===== config.mk =====
export PLATFORM = sky130hd
export DESIGN_NAME = key_value_message_tokenizer
export DESIGN_NICKNAME = d
export VERILOG_FILES = /design/src/hdl/kvmt_pkg.sv /design/src/hdl/key_value_message_tokenizer.sv
export SDC_FILE = /design/constraint.sdc
export NUM_CORES = 1
export LEC_CHECK = 0
export BUFFER_PORTS_ARGS = -buffer_cell sky130_fd_sc_hd__buf_2
export CAP_MARGIN = 0
export CORE_MARGIN = 5
export CORE_UTILIZATION = 40
export DETAILED_ROUTE_END_ITERATION = 16
export PLACE_DENSITY = 0.75
export SETUP_SLACK_MARGIN = 0.5
export SYNTH_ARGS = -nofsm -noshare
export SYNTH_HDL_FRONTEND = slang
export SYNTH_SLANG_ARGS = --single-unit

===== constraint.sdc =====
create_clock -name clk_i -period 2.2 [get_ports clk_i]
set_clock_uncertainty 0.05 [all_clocks]
set_input_delay 0.22 -clock clk_i [delete_from_list [all_inputs] [get_ports clk_i]]
set_output_delay 0.22 -clock clk_i [all_outputs]
set_load 0.005 [all_outputs]

===== src/hdl/kvmt_pkg.sv =====
package kvmt_pkg;

  localparam int unsigned ByteW = 8;

  localparam logic [ByteW-1:0] ChEq  = 8'h3D;
  localparam logic [ByteW-1:0] ChAmp = 8'h26;
  localparam logic [ByteW-1:0] ChNul = 8'h00;
  localparam logic [ByteW-1:0] ChLf  = 8'h0A;
  localparam logic [ByteW-1:0] ChCr  = 8'h0D;

  typedef enum logic [3:0] {
    PH_KEY_START = 4'b0001,
    PH_IN_KEY    = 4'b0010,
    PH_IN_VALUE  = 4'b0100,
    PH_SKIP      = 4'b1000
  } phase_e;

  typedef enum logic [1:0] {
    ROLE_KEY   = 2'd0,
    ROLE_VALUE = 2'd1,
    ROLE_SEP   = 2'd2,
    ROLE_OTHER = 2'd3
  } role_e;

  typedef enum logic [1:0] {
    ST_OK           = 2'd0,
    ST_KEY_NO_VALUE = 2'd1,
    ST_STRAY_EQ     = 2'd2
  } status_e;

  function automatic logic is_term(input logic [ByteW-1:0] c);
    return (c == ChNul) || (c == ChLf) || (c == ChCr);
  endfunction

endpackage


===== src/hdl/key_value_message_tokenizer.sv =====
// Each accepted input beat goes into the input register, is classified, and
//   updates the parse state as it moves into the result register (out_valid_o).
// Throughput: one byte per cycle unless out_stall_i stalls the output.
// Reset (rst_ni low, asynchronous): parse phase returns to key start, pending
//   error to ok, and both pipeline stages empty.
module key_value_message_tokenizer (
  input  logic                        clk_i,
  input  logic                        rst_ni,
  input  logic                        in_valid_i,
  output logic                        in_stall_o,
  input  logic [kvmt_pkg::ByteW-1:0]  in_byte_i,
  output logic                        out_valid_o,
  input  logic                        out_stall_i,
  output logic [kvmt_pkg::ByteW-1:0]  out_byte_o,
  output logic [1:0]                  role_o,
  output logic                        pair_done_o,
  output logic                        message_done_o,
  output logic [1:0]                  status_o
);

  logic                       s1_valid_q, s1_valid_d;
  logic [kvmt_pkg::ByteW-1:0] s1_byte_q;

  kvmt_pkg::phase_e  phase_q, phase_d;
  kvmt_pkg::status_e err_q, err_d;

  logic                       out_valid_q, out_valid_d;
  logic [kvmt_pkg::ByteW-1:0] out_byte_q;
  kvmt_pkg::role_e            role_q, role_d;
  logic                       pdone_q, pdone_d;
  logic                       mdone_q, mdone_d;
  kvmt_pkg::status_e          st_q, st_d;

  logic out_free;
  logic s1_adv;
  logic in_acc;
  logic term, is_eq, is_amp;

  assign out_free   = !out_valid_q || !out_stall_i;
  assign s1_adv     = s1_valid_q && out_free;
  assign in_stall_o = s1_valid_q && !out_free;
  assign in_acc     = in_valid_i && !in_stall_o;

  assign s1_valid_d  = in_acc || (s1_valid_q && !out_free);
  assign out_valid_d = s1_adv || (out_valid_q && out_stall_i);

  assign term   = kvmt_pkg::is_term(s1_byte_q);
  assign is_eq  = (s1_byte_q == kvmt_pkg::ChEq);
  assign is_amp = (s1_byte_q == kvmt_pkg::ChAmp);

  always_comb begin
    phase_d = phase_q;
    err_d   = err_q;
    role_d  = kvmt_pkg::ROLE_OTHER;
    pdone_d = 1'b0;
    mdone_d = 1'b0;
    st_d    = kvmt_pkg::ST_OK;
    case (phase_q)
      kvmt_pkg::PH_KEY_START, kvmt_pkg::PH_IN_KEY: begin
        if (term) begin
          mdone_d = 1'b1;
          st_d    = (phase_q == kvmt_pkg::PH_KEY_START) ? kvmt_pkg::ST_OK
                                                        : kvmt_pkg::ST_KEY_NO_VALUE;
          phase_d = kvmt_pkg::PH_KEY_START;
          err_d   = kvmt_pkg::ST_OK;
        end else if (is_eq) begin
          role_d  = kvmt_pkg::ROLE_SEP;
          phase_d = kvmt_pkg::PH_IN_VALUE;
        end else if (is_amp) begin
          err_d   = kvmt_pkg::ST_KEY_NO_VALUE;
          phase_d = kvmt_pkg::PH_SKIP;
        end else begin
          role_d  = kvmt_pkg::ROLE_KEY;
          phase_d = kvmt_pkg::PH_IN_KEY;
        end
      end
      kvmt_pkg::PH_IN_VALUE: begin
        if (term) begin
          pdone_d = 1'b1;
          mdone_d = 1'b1;
          phase_d = kvmt_pkg::PH_KEY_START;
          err_d   = kvmt_pkg::ST_OK;
        end else if (is_amp) begin
          role_d  = kvmt_pkg::ROLE_SEP;
          pdone_d = 1'b1;
          phase_d = kvmt_pkg::PH_KEY_START;
        end else if (is_eq) begin
          err_d   = kvmt_pkg::ST_STRAY_EQ;
          phase_d = kvmt_pkg::PH_SKIP;
        end else begin
          role_d  = kvmt_pkg::ROLE_VALUE;
        end
      end
      default: begin
        if (term) begin
          mdone_d = 1'b1;
          st_d    = err_q;
          phase_d = kvmt_pkg::PH_KEY_START;
          err_d   = kvmt_pkg::ST_OK;
        end
      end
    endcase
  end

  always_ff @(posedge clk_i or negedge rst_ni) begin
    if (!rst_ni) begin
      s1_valid_q  <= 1'b0;
      out_valid_q <= 1'b0;
      phase_q     <= kvmt_pkg::PH_KEY_START;
      err_q       <= kvmt_pkg::ST_OK;
    end else begin
      s1_valid_q  <= s1_valid_d;
      out_valid_q <= out_valid_d;
      if (s1_adv) begin
        phase_q <= phase_d;
        err_q   <= err_d;
      end
    end
  end

  always_ff @(posedge clk_i) begin
    if (in_acc) begin
      s1_byte_q <= in_byte_i;
    end
    if (s1_adv) begin
      out_byte_q <= s1_byte_q;
      role_q     <= role_d;
      pdone_q    <= pdone_d;
      mdone_q    <= mdone_d;
      st_q       <= st_d;
    end
  end

  assign out_valid_o    = out_valid_q;
  assign out_byte_o     = out_byte_q;
  assign role_o         = role_q;
  assign pair_done_o    = pdone_q;
  assign message_done_o = mdone_q;
  assign status_o       = st_q;

  // pending error only lives while skipping
  a_err_only_in_skip: assert property (@(posedge clk_i) disable iff (!rst_ni)
    (err_q != kvmt_pkg::ST_OK) |-> (phase_q == kvmt_pkg::PH_SKIP))
    else $error("pending error outside skip phase");

  a_status_with_done: assert property (@(posedge clk_i) disable iff (!rst_ni)
    (out_valid_o && !message_done_o) |-> (status_o == kvmt_pkg::ST_OK))
    else $error("status set without message_done");

  a_pair_done_role: assert property (@(posedge clk_i) disable iff (!rst_ni)
    (out_valid_o && pair_done_o) |->
      (role_o == kvmt_pkg::ROLE_SEP || role_o == kvmt_pkg::ROLE_OTHER))
    else $error("pair_done on a key or value byte");

  a_stage_held: assert property (@(posedge clk_i) disable iff (!rst_ni)
    in_stall_o |=> (s1_valid_q && $stable(s1_byte_q) && $stable(phase_q)))
    else $error("input stage lost a beat under stall");

endmodule


==> flow_metrics.env <==
export IMPL_status="completed"
export IMPL_dp_cells=195
export IMPL_setup_slack_ns=0.173
export IMPL_synth_seq_cells=30
export IMPL_grt_max_degree=16
export IMPL_ant_nets=0
export IMPL_r2r_setup_slack_ns=0.17
export IMPL_tightest_slew_ns=0.365
export IMPL_slew_headroom=0.754
export IMPL_first_global_vias=1311
export IMPL_pre_cts_ws_ns=0.149
export IMPL_grt_overflow=0
export IMPL_drt_iter0_drc=134
export IMPL_final_hold_viol_count=0
export IMPL_critPathMaxFanout=6
export IMPL_syn2layout_area_growth_pct=58.0
export IMPL_port_buffer_count=27
export IMPL_grt_pass1_wl_mm=6.21
export IMPL_die_w_um=69.6
export IMPL_drive_above_1_share=0.572
export IMPL_finalNetCount=205
export IMPL_grtUsageTotal=0.163
export IMPL_drcViolationCount=0
export IMPL_cp_end_kind="register"
export IMPL_synthFlopType="edfxtp_1"
export IMPL_syn_inst=115
export IMPL_synth_async_reset_ratio=0.267
export IMPL_fin_tns_setup_ns=0
export IMPL_via_per_inst=5.63
export IMPL_vias=1350
export IMPL_multiInputGateArea_um2=698
export IMPL_dieArea_um2=4840
export IMPL_seq_area_um2=866
export IMPL_die_h_um=69.6
export IMPL_p_total_mw=1.98
export IMPL_peakVddDrop_mv=0.401
export IMPL_cp_required_ns=2.38
export IMPL_synth_nets=127
export IMPL_routed_wirelength_mm=4.14
export IMPL_setup_worst_path_start="s1_byte_q[2]"
export IMPL_critical_path_class="reg2reg"
export IMPL_yosys_warnings=0
export IMPL_clock_latency_ns=0.33
export IMPL_cap_violations=0
export IMPL_synth_edf_count=22
export IMPL_endpoint="err_q[1]"
export IMPL_stdcell_count=240
export IMPL_setup_violations=0
export IMPL_worstPathArrival_ns=2.20
export IMPL_place_congestion=1.01
export IMPL_layout_common_cells="buf_4, buf_2, edfxtp_1, buf_6, dlygate4sd3_1"
export IMPL_cts_sinks=30
export IMPL_h_tree_depth=2
export IMPL_cts_buffer_depth=2
export IMPL_synthDistinctLibCells=45
export IMPL_syn_avg_cell_area_um2=12.3
export IMPL_p_per_area_nw_per_um2=885
export IMPL_cts_tree="built"
export IMPL_drv_slew=0
export IMPL_cts_made_buffers=5
export IMPL_clockRootBuffer="clkbuf_4"
export IMPL_layout_min_cycle_time_ns=2.03
export IMPL_cts_clk_slew_worst_paths_ns=0.09
export IMPL_core_area_um2=3390
export IMPL_reg2reg_from="s1_byte_q[2]"
export IMPL_routedWlPerCell_um=17.3
export IMPL_start_util=0.419
export IMPL_regToRegEndpoint="err_q[1]"
export IMPL_hpwl_mm=2.18
export IMPL_io_pins=28
export IMPL_nFillCells=225
export IMPL_start_kind="register"
export IMPL_syn_area_um2=1420
export IMPL_max_freq_mhz=493
export IMPL_drt_first_pass_iters=7
export IMPL_rsz0062_at_grt="yes"
export IMPL_r2r_cells=6
export IMPL_post_route_period_util=0.921
export IMPL_antennaDiodeCount=0
export IMPL_p_leak_nw=0.919
export IMPL_ys_seq_area_frac=0.608
export IMPL_final_common_cell="buf_4"
export IMPL_num_rows=21
export IMPL_fin_util=0.661
export IMPL_min_path_type="in2reg"
export IMPL_antenna_found_initial=0
==> worst max-delay path: stages (launching register included) <==
cell and delay, ns:
edfxtp_1 0.43, buf_6 0.15, nand4b_1 0.19, or3_1 0.41, o211a_1 0.14, a211oi_2 0.21
mux2_1 0.34
==> power by group <==
| part | switching (mW) | internal (mW) | leakage, nW |
|---|---|---|---|
| Combinational | 0.407 | 0.479 | 0.578 |
| Sequential | 0.0550 | 0.706 | 0.306 |
| Clock | 0.183 | 0.154 | 0.0353 |
| Total | 0.645 | 1.34 | 0.919 |
==> final cells by class <==
cell class                      count  area share
Inverter                            3     0.00502
Tap cell                           46      0.0257
Clock buffer                        7      0.0246
Sequential cell                    30       0.386
Multi-Input combinational cell     78       0.311
Clock inverter                      1     0.00223
Timing Repair Buffer               75       0.245
==> how the worst min path moves through the flow <==
| stage | cells after the start | to | slack [ns] | from |
|---|---|---|---|---|
| finish | 1 | s1_byte_q[3] | 0.02 | in_byte_i[3] |
| global route | 1 | s1_byte_q[3] | 0.0003 | in_byte_i[3] |
| CTS | 1 | s1_byte_q[2] | 0.0004 | in_byte_i[2] |
| detailed placement | 1 | phase_q[1] | 0.02 | rst_ni |
| global placement | 1 | phase_q[1] | 0.02 | rst_ni |
| floorplan | 0 | err_q[0] | -0.13 | rst_ni |
==> Yosys cell counts, types with 3 or more instances <==
cell,instances,area (um2)
a21oi_1,6,30.0
o21ai_0,4,20.0
nand2b_1,4,25.0
dfrtp_1,7,175
nor3_1,5,25.0
nand2_1,3,11.3
edfxtp_1,22,661
a2bb2oi_1,3,26.3
or3_1,3,18.8
o21ai_1,3,15.0
nor2_1,7,26.3
inv_1,3,11.3
buf_2,3,15.0
==> state kept, by name, summed over array words and instances (netlist names) <==
register and count:
err_q 2, message_done_o 1, out_byte_o 8, out_valid_o 1
pair_done_o 1, phase_q 4, role_o 2, s1_byte_q 8
s1_valid_q 1, status_o 2
==> metrics by stage <==
stage | instance area, um2 | hold slack, ns
finish | 2240 | 0.0238
floorplan | 1440 | -0.126
global placement | 1690 | 0.0206
detailed placement | 1690 | 0.0249
global route | 2240 | 0.000284
CTS | 2070 | 0.000384
==> repair_timing <==
action                                 in CTS  in global routing
setup endpoints to repair                   9                 11
pin swaps                                  13                  8
hold buffers                                3                  5
resized for setup                          35                  8
endpoints found under the hold margin      10                  5
setup buffers                              18                 11
==> kinds of logic (layout without fill, tap and decap cells) <==
family,count (synthesis),count (layout),synth area share
AO/OA/AOI/OAI,33,33,0.168
XOR/XNOR,4,4,0.0247
buffers and inverters,7,86,0.0212
flip-flops,30,30,0.608
multiplexers,3,3,0.0229
AND/OR/NAND/NOR,38,38,0.156
==> routing by layer <==
layer | vias up | routed length, um | part of all wire | GRT usage
li1 | 601 | - | - | -
met1 | 645 | 1520 | 0.37 | 0.168
met2 | 80 | 2120 | 0.51 | 0.285
met3 | 24 | 313 | 0.076 | 0.0536
met4 | 0 | 195 | 0.047 | 0.0976
met5 | - | 0 | 0 | 0
(Power assumes the default switching activity.)
